$ cat src/rtl/sfr_pkg.sv
// ----------------------------------------------------------------------------
// sfr_pkg
// Shared types, constants and helper functions of the stuffed frame receiver.
// ----------------------------------------------------------------------------
package sfr_pkg;

    // framing bytes
    localparam logic [7:0] FLAG_BYTE = 8'h7E;
    localparam logic [7:0] ESC_BYTE  = 8'h7D;
    localparam logic [7:0] ESC_FLAG  = 8'h5E;
    localparam logic [7:0] ESC_ESC   = 8'h5D;

    // payload limit and counter width
    localparam int MAX_PAYLOAD = 256;
    localparam int CNT_W       = $clog2(MAX_PAYLOAD + 1);
    localparam logic [CNT_W-1:0] CNT_MAX = CNT_W'(MAX_PAYLOAD);

    // result field widths
    localparam int LEN_W   = 9;
    localparam int LEN_SAT = (1 << LEN_W) - 1;

    // output queue
    localparam int QDEPTH = 4;
    localparam int QPTR_W = $clog2(QDEPTH);
    localparam int QCNT_W = $clog2(QDEPTH + 1);

    // configuration port
    localparam int PADDR_W = 4;

    typedef enum logic [1:0] {
        REG_ADDRESS    = 2'd0,
        REG_INFO_CTRL  = 2'd1,
        REG_DISC_CTRL  = 2'd2,
        REG_UNUSED     = 2'd3
    } reg_index_t;

    typedef enum logic [2:0] {
        ST_HUNT    = 3'd0,
        ST_FLAG    = 3'd1,
        ST_ADDR    = 3'd2,
        ST_CTRL    = 3'd3,
        ST_PAYLOAD = 3'd4
    } hunt_state_t;

    typedef enum logic [1:0] {
        KIND_DATA = 2'd0,
        KIND_GOOD = 2'd1,
        KIND_BAD  = 2'd2,
        KIND_DISC = 2'd3
    } kind_t;

    typedef struct packed {
        logic             esc;
        logic             held_valid;
        logic [7:0]       held_byte;
        logic [7:0]       check;
        logic [CNT_W-1:0] count;
        logic             too_long;
    } frame_t;

    typedef struct packed {
        kind_t            kind;
        logic [7:0]       out_byte;
        logic [LEN_W-1:0] frame_length;
        logic             is_last;
    } result_t;

    // saturate the payload count to the length field
    function automatic logic [LEN_W-1:0] sat_len(input logic [CNT_W-1:0] cnt);
        logic [31:0] wide;
        wide = 32'(cnt);
        if (wide > 32'(LEN_SAT)) begin
            return LEN_W'(LEN_SAT);
        end
        return wide[LEN_W-1:0];
    endfunction

    function automatic result_t data_result(input logic [7:0] d);
        result_t r;
        r.kind         = KIND_DATA;
        r.out_byte     = d;
        r.frame_length = '0;
        r.is_last      = 1'b0;
        return r;
    endfunction

    function automatic result_t verdict_result(input logic good,
                                               input logic [CNT_W-1:0] cnt);
        result_t r;
        r.kind         = good ? KIND_GOOD : KIND_BAD;
        r.out_byte     = '0;
        r.frame_length = sat_len(cnt);
        r.is_last      = 1'b0;
        return r;
    endfunction

    function automatic result_t disc_result();
        result_t r;
        r.kind         = KIND_DISC;
        r.out_byte     = '0;
        r.frame_length = '0;
        r.is_last      = 1'b0;
        return r;
    endfunction

    // take one destuffed byte, release the held one if within the limit
    function automatic void push_data(input frame_t f, input logic [7:0] d,
                                      output frame_t fo, output logic emit);
        fo   = f;
        emit = 1'b0;
        if (f.held_valid) begin
            if (f.count < CNT_MAX) begin
                emit     = 1'b1;
                fo.check = f.check ^ f.held_byte;
                fo.count = f.count + 1'b1;
            end else begin
                fo.too_long = 1'b1;
            end
        end
        fo.held_byte  = d;
        fo.held_valid = 1'b1;
    endfunction

endpackage

$ cat src/rtl/stuffed_frame_receiver_unit.sv
// ----------------------------------------------------------------------------
// stuffed_frame_receiver_unit
// Byte-stuffed frame deframer with XOR block check, one raw byte per beat.
// ----------------------------------------------------------------------------
// Raw line bytes come in on the s_ stream, one byte per beat. The unit hunts
// for flag, address, control and BCC1 (address XOR control), reports a
// disconnect control byte at once, then destuffs the payload and streams each
// byte out one byte late, so the byte before the closing flag is kept back as
// BCC2 and checked against the XOR of the delivered bytes. A verdict beat
// (good or bad, with the delivered length) ends every frame; frames over the
// payload limit are truncated and reported bad. An input beat is taken every
// cycle while the four-entry output queue has room for two results; results
// are written into the output queue registers and leave on m_ from its head,
// one beat per cycle while m_tready is high. A byte that causes two results
// (an unknown escape, or a closing flag after a pending escape) fills two
// queue entries and can hold the input back. m_tlast marks the last result
// caused by one input byte. Register writes take effect at once, also in
// mid-frame.
// ----------------------------------------------------------------------------
module stuffed_frame_receiver_unit
    import sfr_pkg::*;
(
    input  logic               aclk,
    input  logic               aresetn,

    // input stream
    input  logic               s_tvalid,
    output logic               s_tready,
    input  logic [7:0]         s_tdata,     // [7:0] rx_byte

    // result stream
    output logic               m_tvalid,
    input  logic               m_tready,
    output logic [23:0]        m_tdata,     // [7:0] out_byte, [16:8] frame_length
    output logic [1:0]         m_tuser,     // [1:0] kind
    output logic               m_tlast,     // is_last

    // configuration port
    input  logic               psel,
    input  logic               penable,
    input  logic               pwrite,
    input  logic [PADDR_W-1:0] paddr,
    input  logic [31:0]        pwdata,
    output logic [31:0]        prdata,
    output logic               pready
);

    // configuration registers
    logic [7:0] address_reg;
    logic [7:0] info_ctrl_reg;
    logic [7:0] disc_ctrl_reg;

    // deframer state
    hunt_state_t state_reg, state_next;
    frame_t      frame_reg, frame_next;

    // output queue
    result_t             queue_reg [QDEPTH];
    logic [QPTR_W-1:0]   wr_ptr_reg, wr_ptr_next;
    logic [QPTR_W-1:0]   rd_ptr_reg, rd_ptr_next;
    logic [QCNT_W-1:0]   count_reg,  count_next;

    logic        s_fire;
    logic        m_fire;
    logic        cfg_write;
    reg_index_t  cfg_index;
    logic [7:0]  rx_byte;

    // up to two results per byte, in order: slot a then slot b
    logic        a_valid, b_valid;
    result_t     a_res,   b_res;
    frame_t      fa, fb;
    logic        ea, eb;
    logic        good;

    // queue write plan
    logic [1:0]  n_push;
    result_t     w0_res, w1_res;
    result_t     head;

    assign rx_byte   = s_tdata;
    assign s_tready  = (count_reg <= QCNT_W'(QDEPTH - 2));
    assign s_fire    = s_tvalid & s_tready;
    assign m_tvalid  = (count_reg != '0);
    assign m_fire    = m_tvalid & m_tready;

    // ---------------- configuration port ----------------
    assign pready    = 1'b1;
    assign cfg_index = reg_index_t'(paddr[PADDR_W-1:2]);
    assign cfg_write = psel & penable & pwrite & pready;

    always_ff @(posedge aclk) begin
        if (!aresetn) begin
            address_reg   <= 8'd3;
            info_ctrl_reg <= 8'd0;
            disc_ctrl_reg <= 8'd11;
        end else if (cfg_write) begin
            unique case (cfg_index)
                REG_ADDRESS:   address_reg   <= pwdata[7:0];
                REG_INFO_CTRL: info_ctrl_reg <= pwdata[7:0];
                REG_DISC_CTRL: disc_ctrl_reg <= pwdata[7:0];
                default: ;
            endcase
        end
    end

    always_comb begin
        unique case (cfg_index)
            REG_ADDRESS:   prdata = {24'd0, address_reg};
            REG_INFO_CTRL: prdata = {24'd0, info_ctrl_reg};
            REG_DISC_CTRL: prdata = {24'd0, disc_ctrl_reg};
            default:       prdata = '0;
        endcase
    end

    // ---------------- deframer ----------------
    always_ff @(posedge aclk) begin
        if (!aresetn) begin
            state_reg <= ST_HUNT;
            frame_reg <= '0;
        end else begin
            state_reg <= state_next;
            frame_reg <= frame_next;
        end
    end

    always_comb begin
        state_next = state_reg;
        frame_next = frame_reg;
        a_valid    = 1'b0;
        b_valid    = 1'b0;
        a_res      = data_result(frame_reg.held_byte);
        b_res      = disc_result();
        fa         = frame_reg;
        fb         = frame_reg;
        ea         = 1'b0;
        eb         = 1'b0;
        good       = 1'b0;

        if (s_fire) begin
            if (state_reg == ST_PAYLOAD) begin
                if (rx_byte == FLAG_BYTE) begin
                    // closing flag; a pending escape is a literal data byte
                    if (frame_reg.esc) begin
                        push_data(frame_reg, ESC_BYTE, fa, ea);
                        fa.esc = 1'b0;
                    end
                    good    = fa.held_valid & ~fa.too_long & (fa.check == fa.held_byte);
                    a_valid = ea;
                    b_valid = 1'b1;
                    b_res   = verdict_result(good, fa.count);
                    // closing flag doubles as the next opening flag
                    frame_next = '0;
                    state_next = ST_FLAG;
                end else if (frame_reg.esc) begin
                    push_data(frame_reg, (rx_byte == ESC_FLAG) ? FLAG_BYTE : ESC_BYTE,
                              fa, ea);
                    fa.esc     = 1'b0;
                    a_valid    = ea;
                    frame_next = fa;
                    if (rx_byte != ESC_FLAG && rx_byte != ESC_ESC) begin
                        // unknown escape: literal escape byte, then this byte afresh
                        if (rx_byte == ESC_BYTE) begin
                            frame_next.esc = 1'b1;
                        end else begin
                            push_data(fa, rx_byte, fb, eb);
                            b_valid    = eb;
                            b_res      = data_result(fa.held_byte);
                            frame_next = fb;
                        end
                    end
                end else if (rx_byte == ESC_BYTE) begin
                    frame_next.esc = 1'b1;
                end else begin
                    push_data(frame_reg, rx_byte, fa, ea);
                    a_valid    = ea;
                    frame_next = fa;
                end
            end else if (rx_byte == FLAG_BYTE) begin
                state_next = ST_FLAG;
            end else begin
                unique case (state_reg)
                    ST_FLAG: begin
                        state_next = (rx_byte == address_reg) ? ST_ADDR : ST_HUNT;
                    end
                    ST_ADDR: begin
                        // info control wins when both registers match
                        if (rx_byte == info_ctrl_reg) begin
                            state_next = ST_CTRL;
                        end else if (rx_byte == disc_ctrl_reg) begin
                            b_valid    = 1'b1;
                            b_res      = disc_result();
                            state_next = ST_HUNT;
                        end else begin
                            state_next = ST_HUNT;
                        end
                    end
                    ST_CTRL: begin
                        if (rx_byte == (address_reg ^ info_ctrl_reg)) begin
                            frame_next = '0;
                            state_next = ST_PAYLOAD;
                        end else begin
                            state_next = ST_HUNT;
                        end
                    end
                    default: begin
                        state_next = ST_HUNT;
                    end
                endcase
            end
        end
    end

    // ---------------- output queue ----------------
    always_comb begin
        w0_res = a_valid ? a_res : b_res;
        w1_res = b_res;
        if (a_valid && b_valid) begin
            n_push         = 2'd2;
            w0_res.is_last = 1'b0;
            w1_res.is_last = 1'b1;
        end else if (a_valid || b_valid) begin
            n_push         = 2'd1;
            w0_res.is_last = 1'b1;
        end else begin
            n_push = 2'd0;
        end

        wr_ptr_next = wr_ptr_reg + QPTR_W'(n_push);
        rd_ptr_next = rd_ptr_reg + QPTR_W'(m_fire);
        count_next  = count_reg + QCNT_W'(n_push) - QCNT_W'(m_fire);
    end

    always_ff @(posedge aclk) begin
        if (!aresetn) begin
            wr_ptr_reg <= '0;
            rd_ptr_reg <= '0;
            count_reg  <= '0;
        end else begin
            wr_ptr_reg <= wr_ptr_next;
            rd_ptr_reg <= rd_ptr_next;
            count_reg  <= count_next;
        end
    end

    // queue entries carry payload only
    always_ff @(posedge aclk) begin
        if (n_push != 2'd0) begin
            queue_reg[wr_ptr_reg] <= w0_res;
        end
        if (n_push == 2'd2) begin
            queue_reg[wr_ptr_reg + 1'b1] <= w1_res;
        end
    end

    assign head    = queue_reg[rd_ptr_reg];
    assign m_tdata = {7'd0, head.frame_length, head.out_byte};
    assign m_tuser = head.kind;
    assign m_tlast = head.is_last;

endmodule

$ cat config.mk
export PLATFORM = sky130hd
export DESIGN_NAME = stuffed_frame_receiver_unit
export DESIGN_NICKNAME = d
export VERILOG_FILES = /design/src/rtl/sfr_pkg.sv /design/src/rtl/stuffed_frame_receiver_unit.sv
export SDC_FILE = /design/constraint.sdc
export NUM_CORES = 1
export LEC_CHECK = 0
export BUFFER_PORTS_ARGS = -buffer_cell sky130_fd_sc_hd__buf_2
export CORE_UTILIZATION = 35
export DETAILED_ROUTE_END_ITERATION = 16
export GPL_TIMING_DRIVEN = 0
export SLEW_MARGIN = 10
export SYNTH_ARGS = -nofsm -noshare
export SYNTH_HDL_FRONTEND = slang
export SYNTH_SLANG_ARGS = --single-unit
$ cat constraint.sdc
create_clock -name aclk -period 2.9 [get_ports aclk]
set_input_delay 0.145 -clock aclk [delete_from_list [all_inputs] [get_ports aclk]]
set_output_delay 0.145 -clock aclk [all_outputs]
set_load 0.03 [all_outputs]
==> impl_summary.log, run 1 <==
INFO  metric synth_ff_type = edfxtp_1
INFO  metric timing.setup.critical_path_class = reg -> reg
INFO  metric place.detailed.hpwl = 14.63 mm
INFO  metric ys.warnings.count = 0
INFO  metric clock-root-buffer = clkbuf_16
INFO  metric critPathArrivalTime = 3330 ps
INFO  metric synthesis.area_per_instance = 10.10 um^2
INFO  metric route.antenna.remaining_nets = 0
INFO  metric ys_seq_area_share = 44.47%
INFO  metric timing.final.max_slew_violations = 0
INFO  metric starting_density_of_the_core = 35.79%
INFO  metric min_path_type = in -> reg
INFO  metric timing.setup.tns = -129.3 ps
INFO  metric finish.net_count = 978
INFO  metric antenna-diode-count = 0
INFO  metric initial_antenna_violation_count = 0
INFO  metric post-route-util = 43.19%
INFO  metric drt-initial-drc-count = 299
INFO  metric result_of_the_run = complete, but fails checks
INFO  metric final_period_minus_worst_setup_slack = 3029 ps
INFO  metric postSynthCellCount = 802
INFO  metric critical_path.max_fanout = 3
INFO  metric combinationalPowerShare = 23.6%
INFO  metric grt_util_all_layers = 18.16%
INFO  metric crit_path_start_kind = flop
INFO  metric gp_routability_congestion = 0.8434
INFO  metric power_density = 595.1 nW/um^2
INFO  metric drive_gt1_share = 22.69%
INFO  metric area_used_by_multi_input_combinational_logic = 4213 um^2
INFO  metric critical_path.max_stage_delay = 500 ps
INFO  metric hold_viol = 0
INFO  metric rsz0062_at_grt = true
INFO  metric io_buffers = 46
INFO  metric vias = 6,174
INFO  metric worst_setup_hold_path_clk_slew = 70 ps
INFO  metric cts_tree = yes
INFO  metric fillers = 2,155
INFO  metric cap_violations = 0
INFO  metric crit_family = adder cells
INFO  metric post-route-drc-count = 0
INFO  metric detail_route.wl_per_cell = 17.07 um
INFO  metric flow.area_growth_from_synthesis = 20.69%
INFO  metric grt_overflow = 0
INFO  metric timing.critical_path.cells = xor2_1 -> or4b_4 -> nor4_4 -> o21bai_1 -> ha_1 -> inv_2 -> ha_4 -> inv_2 -> ha_4 -> inv_2 -> fa_2 -> xnor2_2 -> xnor2_1 -> nor2_1
INFO  metric crit_slowest_cell = or4b_4
INFO  metric internal_power = 0.003931 W
INFO  metric placeableCoreArea = 22,640 um^2
INFO  metric ys_async_sr_fraction = 0%
INFO  metric largest_register_ffs = 80
INFO  metric power.share.sequential = 37.3%
INFO  metric ir_drop = 0.3651 mV
INFO  metric routed_wirelength = 20.74 mm
INFO  metric end_kind = flop
INFO  metric layout_worst_path_cycle_share = 104.5%
INFO  metric syn_area = 8103 um^2
INFO  metric clock_latency = 430 ps
INFO  metric p_clk_share = 39.0%
INFO  metric ys_types = 71
INFO  metric postLayoutSetupSlackWorst = -129.3 ps
INFO  metric p_switching = 0.001889 W
INFO  metric wire_length_of_the_first_global_routing_pass = 33.03 mm
INFO  metric die_span_y = 154.2 um
INFO  metric violations_in_the_final_reports = setup timing
INFO  metric path_common_cell = inv_2
INFO  metric power.share.switching = 32.46%
INFO  metric clock-sinks = 142
INFO  metric tightestPinTransition = 963.3 ps
INFO  metric first_global_vias = 6,147
INFO  metric seqCellArea = 3620 um^2
INFO  metric synthTopCellsByArea = edfxtp_1, dfxtp_1, mux4_2, xnor2_1, nand2_1
INFO  metric grt_max_degree = 21
INFO  metric number_of_buffers_created_by_cts = 17
INFO  metric cp.buffers_inverters = 3
INFO  metric ios = 113
INFO  metric rows = 55
INFO  metric cellLeakagePower = 3.576 nW
INFO  metric clock_tree.buffer_depth = 2
INFO  metric synth_top_area_share = 28.17%
INFO  metric normalized_max_slew_margin = 35.64%
INFO  metric floorplan.die_area = 23,760 um^2
INFO  metric maxClockFrequency = 330.1 MHz
INFO  metric router_iterations_before_antenna_repair = 8
INFO  metric synth.ff_latch_count = 142
INFO  metric cts_max_level = 4
INFO  metric clock-skew-final = 12.64 ps
INFO  metric cp_data_required_time = 3200 ps
INFO  metric die-width = 154.2 um
INFO  metric timing.final.setup_violations = 1
INFO  metric via_per_inst = 5.081
INFO  metric synth_edf_count = 76
INFO  metric hold-worst-slack = 26.46 ps
INFO  metric synth_largest_area_cell = edfxtp_1
what timing repair did:
item / CTS / global route
pin swaps: 4 / 8
hold buffers: 10 / 0
cloned: 0 / 1
setup buffers: 6 / 4
gates resized for setup: 20 / 13
endpoints found under the setup margin: 110 / 81
hold endpoints to repair: 26 / 0
placed cells by master, fill, tap and decap left out, types with 17 or more instances in the layout:
cell type / n
inv_1: 17
clkbuf_16: 17
conb_1: 32
nand3_1: 29
nand2_1: 75
a21oi_1: 42
clkbuf_1: 29
edfxtp_1: 76
buf_2: 57
mux2i_1: 18
nor2_1: 69
mux4_2: 20
o21ai_0: 38
dfxtp_1: 57
buf_4: 48
a21o_1: 19
xnor2_1: 42
cells in the mapped netlist, drive strengths merged, types with 3 or more instances:
cell type,instances
nor3b,3
xnor3,7
dfxtp,66
xor2,16
inv,21
and3,5
a22o,7
o32ai,3
nand3,30
nor2,71
a211o,3
nand4,12
clkbuf,31
o21ai,40
nor3,14
nor4,10
a21o,19
mux2i,18
ha,9
nand2,79
a32oi,6
o211ai,3
nand2b,15
mux4,20
edfxtp,76
nand3b,7
buf,52
a211oi,3
or3,14
nor2b,6
o21a,4
xnor2,43
o21ba,5
and2,8
a32o,3
a21oi,45
per-layer routing:
metal	GRT usage [%]	up-vias	part of all wire [%]
met3	3.241	32	4.4
met2	30.84	178	49
met4	7.095	0	2.2
li1	-	3073	-
met1	22.85	2891	45
met5	0	-	0
power by group through the flow:
stage          Sequential, W  Combinational (W)  Clock, W
3_3_place_gp         0.00222            0.00137         0
4_1_cts              0.00218            0.00139   0.00230
6_report             0.00217            0.00137   0.00227
5_1_grt              0.00218            0.00148   0.00240
2_1_floorplan        0.00221            0.00109         0
3_5_place_dp         0.00222            0.00138         0
logic make-up (layout without fill, tap and decap cells):
| logic type | count (synthesis) | count (layout) | synth area share [%] |
|---|---|---|---|
| simple gates | 285 | 286 | 17.68 |
| fa+ha+maj | 10 | 10 | 1.637 |
| compound gates | 155 | 155 | 13.03 |
| buf+inv | 104 | 201 | 6.979 |
| flops | 142 | 142 | 44.47 |
| xor+xnor | 66 | 66 | 8.323 |
| mux | 38 | 38 | 7.783 |
| other cells | 2 | 32 | 0.09268 |
through the flow:
step | power, W | cell area [um^2] | std cells | worst slack, ps
after global placement | 0.003585 | 8866 | 1163 | -748.4
after floorplan | 0.003295 | 8279 | 832 | -19.02
after CTS | 0.005871 | 9704 | 1211 | -124.8
after global routing | 0.006062 | 9779 | 1215 | -270.0
final | 0.005820 | 9779 | 1215 | -129.3
after detailed placement | 0.003596 | 8866 | 1163 | -820.8
area by class of cell:
cell class	instances	share of cell area, %
plain buffers	82	4.990
clock buffers	17	4.350
clock inverters	15	1.970
inverters	21	0.8060
multi-input cells	587	43.08
flip-flops and latches	142	37.01
well taps	285	3.646
repair buffers	66	4.145
path summary, 6_finish.rpt:
| kind | slack, ps | to | cells after the start | start |
|---|---|---|---|---|
| setup / recovery | -130 | count_reg[2] | 14 | disc_ctrl_reg[3] |
| hold / removal | 30 | a_res[16] | 2 | s_tdata[6] |
| setup reg to reg | -130 | count_reg[2] | 14 | disc_ctrl_reg[3] |
| hold reg to reg | 470 | queue_reg[1][17] | 2 | queue_reg[1][17] |
Power figures use the tool's default switching activity.
==> run 2, diff against run 1 <==
--- a/config.mk
+++ b/config.mk
@@ -6,9 +6,11 @@
 export NUM_CORES = 1
 export LEC_CHECK = 0
 export BUFFER_PORTS_ARGS = -buffer_cell sky130_fd_sc_hd__buf_2
+export CAP_MARGIN = 20
 export CORE_UTILIZATION = 35
 export DETAILED_ROUTE_END_ITERATION = 16
 export GPL_TIMING_DRIVEN = 0
+export SETUP_SLACK_MARGIN = 0.15
 export SLEW_MARGIN = 10
 export SYNTH_ARGS = -nofsm -noshare
 export SYNTH_HDL_FRONTEND = slang
==> constraint.sdc (replaced) <==
create_clock -name aclk -period 3.1 [get_ports aclk]
set_input_delay 0.155 -clock aclk [delete_from_list [all_inputs] [get_ports aclk]]
set_output_delay 0.155 -clock aclk [all_outputs]
set_load 0.03 [all_outputs]
==> run 2 against run 1 <==
  * Sequential share of layout area up 0.25 points
  * Combinational power decreased by 7%
  * The run now ends clean
  * Routed wire length shrank 1.7%
  * Die area is the same
  * Clock skew is 2.9 ps lower
  * Sequential power is 6% lower
  * Largest cell class unchanged
==> impl_summary.log, run 2 (synthesis results as in run 1) <==
INFO  metric result_of_the_run = finished, final reports clean (was complete, but fails checks)
INFO  metric cts_max_level = 4 (unchanged)
INFO  metric normalized_max_slew_margin = 36.14% (was 35.64%)
INFO  metric maxClockFrequency = 340.0 MHz (was 330.1 MHz)
INFO  metric clock-sinks = 142 (unchanged)
INFO  metric clock_latency = 430 ps (about the same)
INFO  metric flow.area_growth_from_synthesis = 20.01% (was 20.69%)
INFO  metric rows = 55 (unchanged)
INFO  metric die-width = 154.2 um (unchanged)
INFO  metric first_global_vias = 5,844 (was 6,147)
INFO  metric mostFrequentLayoutCells = edfxtp_1, nand2_1, nor2_1 (unchanged)
INFO  metric starting_density_of_the_core = 35.79% (unchanged)
INFO  metric detail_route.wl_per_cell = 16.81 um (was 17.07 um)
INFO  metric finish.net_count = 976 (was 978)
INFO  metric layout_commonest_cell = edfxtp_1 (unchanged)
INFO  metric internal_power = 0.003658 W (was 0.003931 W)
INFO  metric route.antenna.remaining_nets = 0 (unchanged)
INFO  metric antenna-diode-count = 0 (unchanged)
INFO  metric rsz0062_at_grt = true (unchanged)
INFO  metric crit_path_start_kind = flop (unchanged)
INFO  metric worst_setup_hold_path_clk_slew = 70 ps (about the same)
INFO  metric ir_drop = 0.3576 mV (was 0.3651 mV)
INFO  metric combinationalPowerShare = 23.8% (was 23.6%)
INFO  metric power_density = 552.8 nW/um^2 (was 595.1 nW/um^2)
INFO  metric tightestPinTransition = 955.8 ps (was 963.3 ps)
INFO  metric wire_length_of_the_first_global_routing_pass = 32.34 mm (was 33.03 mm)
INFO  metric grt_util_all_layers = 17.72% (was 18.16%)
INFO  metric die_span_y = 154.2 um (unchanged)
INFO  metric p_switching = 0.001718 W (was 0.001889 W)
INFO  metric p_clk_share = 38.5% (was 39.0%)
INFO  metric grt_overflow = 0 (unchanged)
INFO  metric largest_register_ffs = 80 (unchanged)
INFO  metric timing.final.setup_violations = 0 (was 1)
INFO  metric ios = 113 (unchanged)
INFO  metric critical_path.max_fanout = 3 (unchanged)
INFO  metric cp_data_required_time = 3390 ps (was 3200 ps)
INFO  metric via_per_inst = 5.041 (was 5.081)
INFO  metric routed_wirelength = 20.40 mm (was 20.74 mm)
INFO  metric crit_family = adder cells (unchanged)
INFO  metric clock-root-buffer = clkbuf_16 (unchanged)
INFO  metric number_of_placed_instances_taps_included = 1,163 (unchanged)
INFO  metric vias = 6,115 (was 6,174)
INFO  metric cellLeakagePower = 3.543 nW (was 3.576 nW)
INFO  metric timing.critical_path.cells = xor2_1 -> or4b_4 -> nor4_4 -> o21bai_1 -> ha_1 -> inv_2 -> ha_4 -> inv_2 -> ha_4 -> inv_2 -> fa_2 -> xnor2_2 -> xnor2_1 -> nor2_1 (unchanged)
INFO  metric power.share.sequential = 37.7% (was 37.3%)
INFO  metric hold-worst-slack = 28.80 ps (was 26.46 ps)
INFO  metric min_path_type = in -> reg (unchanged)
INFO  metric critPathArrivalTime = 3230 ps (was 3330 ps)
INFO  metric cap_violations = 0 (unchanged)
INFO  metric gp_routability_congestion = 0.8212 (was 0.8434)
INFO  metric io_buffers = 46 (unchanged)
INFO  metric router_iterations_before_antenna_repair = 5 (was 8)
INFO  metric total_power = 0.005376 W (was 0.005820 W)
INFO  metric floorplan.die_area = 23,760 um^2 (unchanged)
INFO  metric post-route-drc-count = 0 (unchanged)
INFO  metric grt_max_degree = 21 (unchanged)
INFO  metric hold_viol = 0 (unchanged)
INFO  metric path_common_cell = inv_2 (unchanged)
INFO  metric cts_tree = yes (unchanged)
INFO  metric placeableCoreArea = 22,640 um^2 (unchanged)
INFO  metric final_period_minus_worst_setup_slack = 2941 ps (was 3029 ps)
INFO  metric drive_gt1_share = 22.84% (was 22.69%)
INFO  metric clock-skew-final = 9.689 ps (was 12.64 ps)
INFO  metric number_of_buffers_created_by_cts = 17 (unchanged)
INFO  metric timing.setup.critical_path_class = reg -> reg (unchanged)
INFO  metric crit_slowest_cell = or4b_4 (unchanged)
INFO  metric drt-initial-drc-count = 330 (was 299)
INFO  metric clock_tree.buffer_depth = 2 (unchanged)
INFO  metric layout_worst_path_cycle_share = 94.86% (was 104.5%)
INFO  metric cp.buffers_inverters = 3 (unchanged)
INFO  metric initial_antenna_violation_count = 0 (unchanged)
INFO  metric end_kind = flop (unchanged)
INFO  metric critical_path.max_stage_delay = 500 ps (about the same)
INFO  metric layout_cells_excl_fill = 1,213 (was 1,215)
INFO  metric fillers = 2,177 (was 2,155)
INFO  metric power.share.switching = 31.96% (was 32.46%)
INFO  metric timing.final.max_slew_violations = 0 (unchanged)
INFO  metric place.detailed.hpwl = 14.30 mm (was 14.63 mm)
==> run 2: changes by cell type in the layout (fill, tap and decap cells not counted), moves of 2 or more <==
cell	delta
buf_2	+3
xor2_1	-2
clkinv_8	-2
xor2_2	+2
buf_4	-3
inv_6	+2
==> run 2: what timing repair did <==
item	in CTS	in global routing
hold buffers	9	0
setup endpoints to repair	119	67
buffers inserted	5	3
gates resized for setup	16	20
endpoints found under the hold margin	19	0
pin swaps	3	11
gates cloned	0	1
==> run 2: worst paths after layout <==
kind | end | startpoint | depth (start not counted) | slack [ps]
max | count_reg[2] | disc_ctrl_reg[3] | 14 | 160
min | a_res[10] | s_tdata[0] | 3 | 30
max reg2reg | count_reg[2] | disc_ctrl_reg[3] | 14 | 160
min reg2reg | queue_reg[1][17] | queue_reg[1][17] | 2 | 480
==> run 2: routing by layer <==
layer | up-vias | wire length [um] | GRT usage [%]
met4 | 0 | 274 | 5.048
met2 | 184 | 9832 | 29.91
met1 | 2866 | 9324 | 23.13
met5 | - | 0 | 0
li1 | 3044 | - | -
met3 | 21 | 964 | 3.213
==> run 2: stage by stage <==
| step | worst slack [ps] | TNS (ps) | area [um^2] | utilization [%] |
|---|---|---|---|---|
| 2_1_floorplan | 171.3 | 0 | 8270 | - |
| 3_3_place_gp | -304.4 | -19180 | 8857 | 39.12 |
| 3_5_place_dp | -321.1 | -21760 | 8857 | 39.12 |
| 4_1_cts | 73.43 | 0 | 9646 | 42.60 |
| 5_1_grt | 22.21 | 0 | 9724 | 42.95 |
| 6_report | 159.2 | 0 | 9724 | 42.95 |
==> run 2: power groups by stage <==
stage                     logic [W]  clock network (W)  registers (W)
after floorplan             0.00101                  0        0.00206
after global placement      0.00128                  0        0.00207
after detailed placement    0.00128                  0        0.00207
after CTS                   0.00129            0.00210        0.00203
after global routing        0.00138            0.00218        0.00203
final                       0.00128            0.00207        0.00203
==> run 2: worst register-to-register path, delay by kind of cell, from the launching register on <==
family                   cells  cell delay (ps)
adder cells (fa/ha/maj)      4              980
XOR/XNOR                     3              430
AO/OA/AOI/OAI                1              130
AND/OR/NAND/NOR              3              720
flip-flops                   1              350
buffers and inverters        3              180
==> run 2: layout make-up <==
type	instances	area, um^2	area share [%]
flip-flops and latches	142	3623	37.26
plain buffers	83	490.5	5.044
clock inverters	15	170.2	1.750
well taps	285	356.6	3.667
multi-input cells	587	4199	43.18
repair buffers	63	380.4	3.911
clock buffers	17	425.4	4.375
inverters	21	78.83	0.8106
==> run 3, diff against run 2 <==
--- a/config.mk
+++ b/config.mk
@@ -7,6 +7,7 @@
 export LEC_CHECK = 0
 export BUFFER_PORTS_ARGS = -buffer_cell sky130_fd_sc_hd__buf_2
 export CAP_MARGIN = 20
+export CORE_MARGIN = 1.5
 export CORE_UTILIZATION = 35
 export DETAILED_ROUTE_END_ITERATION = 16
 export GPL_TIMING_DRIVEN = 0
==> run 3 against run 2 <==
  * Fmax is 2.6% lower
  * Routed wire length is 0.52% higher
  * Register-to-register slack worse by 80 ps
  * Non-clock buffer count stayed put
  * Sequential power hardly changed
  * Via count is 1.6% higher
  * Power is 1.4% lower
  * Flip-flop and latch count stayed put
  * Worst setup slack worse by 79 ps
  * Worst hold slack worse by 1.0 ps
  * First-iteration DRC count is 15% higher
  * Cell count stayed put
  * Critical endpoint unchanged
  * Largest cell class unchanged
  * Largest power group is now registers
  * Highest routed layer unchanged
==> impl_summary.log, run 3 (synthesis results as in run 1) <==
INFO  metric drt-initial-drc-count = 380 (was 330)
INFO  metric clock_latency = 430 ps (about the same)
INFO  metric tightestPinTransition = 939.4 ps (was 955.8 ps)
INFO  metric reg2reg_setup_slack = 80 ps (was 160 ps)
INFO  metric placeableCoreArea = 22,710 um^2 (was 22,640 um^2)
INFO  metric antenna-diode-count = 0 (unchanged)
INFO  metric starting_density_of_the_core = 35.68% (was 35.79%)
INFO  metric rr_startpoint = disc_ctrl_reg[3] (unchanged)
INFO  metric end_kind = flop (unchanged)
INFO  metric cellLeakagePower = 3.529 nW (was 3.543 nW)
INFO  metric crit_path_start_kind = flop (unchanged)
INFO  metric cp.buffers_inverters = 3 (unchanged)
INFO  metric flow.area_growth_from_synthesis = 19.44% (was 20.01%)
INFO  metric detail_route.wl_per_cell = 16.90 um (was 16.81 um)
INFO  metric maxClockFrequency = 331.2 MHz (was 340.0 MHz)
INFO  metric timing.final.max_slew_violations = 0 (unchanged)
INFO  metric routed_wirelength = 20.50 mm (was 20.40 mm)
INFO  metric min_from = s_tdata[0] (unchanged)
INFO  metric cts_max_level = 4 (unchanged)
INFO  metric ir_drop = 0.3748 mV (was 0.3576 mV)
INFO  metric first_global_vias = 5,954 (was 5,844)
INFO  metric via_per_inst = 5.123 (was 5.041)
INFO  metric gp_routability_congestion = 0.8312 (was 0.8212)
INFO  metric crit_path_cell_count = 14 (unchanged)
INFO  metric layout_worst_path_cycle_share = 97.41% (was 94.86%)
INFO  metric worst_setup_hold_path_clk_slew = 70 ps (about the same)
INFO  metric critical_path.max_fanout = 3 (unchanged)
INFO  metric critPathArrivalTime = 3310 ps (was 3230 ps)
INFO  metric mostFrequentLayoutCells = nand2_1, edfxtp_1, nor2_1 (was edfxtp_1, nand2_1, nor2_1)
INFO  metric die_span_y = 155.2 um (was 154.2 um)
INFO  metric largest_register_ffs = 80 (unchanged)
INFO  metric ios = 113 (unchanged)
INFO  metric clock_tree.buffer_depth = 2 (unchanged)
INFO  metric grt_overflow = 0 (unchanged)
INFO  metric finish.net_count = 976 (unchanged)
INFO  metric cap_violations = 0 (unchanged)
INFO  metric power_density = 547.9 nW/um^2 (was 552.8 nW/um^2)
INFO  metric io_buffers = 46 (unchanged)
INFO  metric cp_data_required_time = 3390 ps (about the same)
INFO  metric die-width = 155.2 um (was 154.2 um)
INFO  metric timing.setup.tns = 0 ps (unchanged)
INFO  metric worstHoldPathCells = 3 (unchanged)
INFO  metric timing.hold.worst_endpoint = a_res[10] (unchanged)
INFO  metric path_common_cell = inv_2 (unchanged)
INFO  metric crit_family = adder cells (unchanged)
INFO  metric clock-sinks = 142 (unchanged)
INFO  metric floorplan.die_area = 24,070 um^2 (was 23,760 um^2)
INFO  metric wire_length_of_the_first_global_routing_pass = 32.29 mm (was 32.34 mm)
INFO  metric clock-skew-final = 13.66 ps (was 9.689 ps)
INFO  metric rows = 55 (unchanged)
INFO  metric route.antenna.remaining_nets = 0 (unchanged)
INFO  metric critical_path.startpoint = disc_ctrl_reg[3] (unchanged)
INFO  metric critical_path.max_stage_delay = 500 ps (about the same)
INFO  metric cts_tree = yes (unchanged)
INFO  metric min_path_type = in -> reg (unchanged)
INFO  metric normalized_max_slew_margin = 37.03% (was 36.14%)
INFO  metric vias = 6,214 (was 6,115)
INFO  metric post-route-drc-count = 0 (unchanged)
INFO  metric timing.critical_path.cells = xor2_1 -> or4b_4 -> nor4_4 -> o21bai_1 -> ha_1 -> inv_2 -> ha_4 -> inv_2 -> ha_4 -> inv_2 -> fa_2 -> xnor2_2 -> xnor2_1 -> nor2_1 (unchanged)
INFO  metric number_of_buffers_created_by_cts = 17 (unchanged)
INFO  metric drive_gt1_share = 22.09% (was 22.84%)
INFO  metric final_period_minus_worst_setup_slack = 3020 ps (was 2941 ps)
INFO  metric rsz0062_at_grt = true (unchanged)
INFO  metric postLayoutSetupSlackWorst = 80.35 ps (was 159.2 ps)
INFO  metric crit_slowest_cell = or4b_4 (unchanged)
INFO  metric router_iterations_before_antenna_repair = 5 (unchanged)
INFO  metric dpl_worst_slack = -262.7 ps (was -321.1 ps)
INFO  metric reg2regPathDepth = 14 (unchanged)
INFO  metric result_of_the_run = finished, final reports clean (unchanged)
INFO  metric place.detailed.hpwl = 14.45 mm (was 14.30 mm)
INFO  metric hold_viol = 0 (unchanged)
INFO  metric grt_max_degree = 21 (unchanged)
INFO  metric grt_util_all_layers = 17.43% (was 17.72%)
INFO  metric timing.final.setup_violations = 0 (unchanged)
INFO  metric initial_antenna_violation_count = 0 (unchanged)
INFO  metric timing.setup.critical_path_class = reg -> reg (unchanged)
INFO  metric r2r-end = count_reg[2] (unchanged)
INFO  metric clock-root-buffer = clkbuf_16 (unchanged)
==> run 3: cell count changes in the layout (fill, tap and decap cells not counted), moves of 2 or more <==
cell,change
clkbuf_2,+2
xor2_1,+2
dfxtp_1,+3
dfxtp_4,-3
xor2_2,-2
buf_2,-2
==> run 3: worst max path at each step <==
| stage | slack [ps] | end |
|---|---|---|
| 6_report | 80 | count_reg[2] |
| 5_1_grt | -50 | count_reg[2] |
| 4_1_cts | 50 | count_reg[2] |
| 3_5_place_dp | -260 | count_reg[2] |
| 3_3_place_gp | -270 | count_reg[2] |
| 2_1_floorplan | 170 | count_reg[2] |
==> run 3: layout make-up <==
| class | instances | area (um^2) |
|---|---|---|
| Timing Repair Buffer | 63 | 380.4 |
| Buffer | 83 | 490.5 |
| Sequential cell | 142 | 3612 |
| Clock inverter | 15 | 147.6 |
| Inverter | 21 | 78.83 |
| Tap cell | 285 | 356.6 |
| Clock buffer | 17 | 425.4 |
| Multi-Input combinational cell | 587 | 4187 |
| Fill cell | 2199 | 13030 |
==> run 3: repair_timing <==
item / CTS / global route
hold buffers: 9 / 0
setup buffers: 6 / 2
endpoints found under the setup margin: 108 / 58
pin swaps: 3 / 5
endpoints found under the hold margin: 21 / 0
gates cloned: 0 / 1
resized for setup: 14 / 13
==> run 3: worst min-delay path, stage by stage <==
cell and delay (ps):
buf_6 120, nand2_1 70, a21oi_1 60
==> run 3: metrics by stage <==
step           hold WS (ps)  cells  utilization [%]  power, W  area, um^2
2_1_floorplan         279.0    832                -  0.003074        8270
3_3_place_gp          408.8   1163            39.00  0.003350        8857
3_5_place_dp          407.2   1163            39.00  0.003355        8857
4_1_cts               6.534   1210            42.38  0.005356        9624
5_1_grt               35.53   1213            42.62  0.005509        9678
6_report              27.80   1213            42.62  0.005302        9678
==> run 3: routing by layer <==
| layer | global-route usage, % | share of wire (%) | vias up |
|---|---|---|---|
| met5 | 0 | 0 | - |
| met4 | 4.670 | 1.1 | 0 |
| met3 | 3.315 | 4.7 | 20 |
| met2 | 30.04 | 49 | 172 |
| met1 | 22.37 | 46 | 2961 |
| li1 | - | - | 3061 |
==> run 3: power breakdown <==
group | leakage (nW) | total (W) | switching [W] | internal [W]
sequential | 1.15 | 0.00203 | 0.0000378 | 0.00199
combinational | 2.10 | 0.00128 | 0.000762 | 0.000518
clock | 0.277 | 0.00199 | 0.000926 | 0.00107
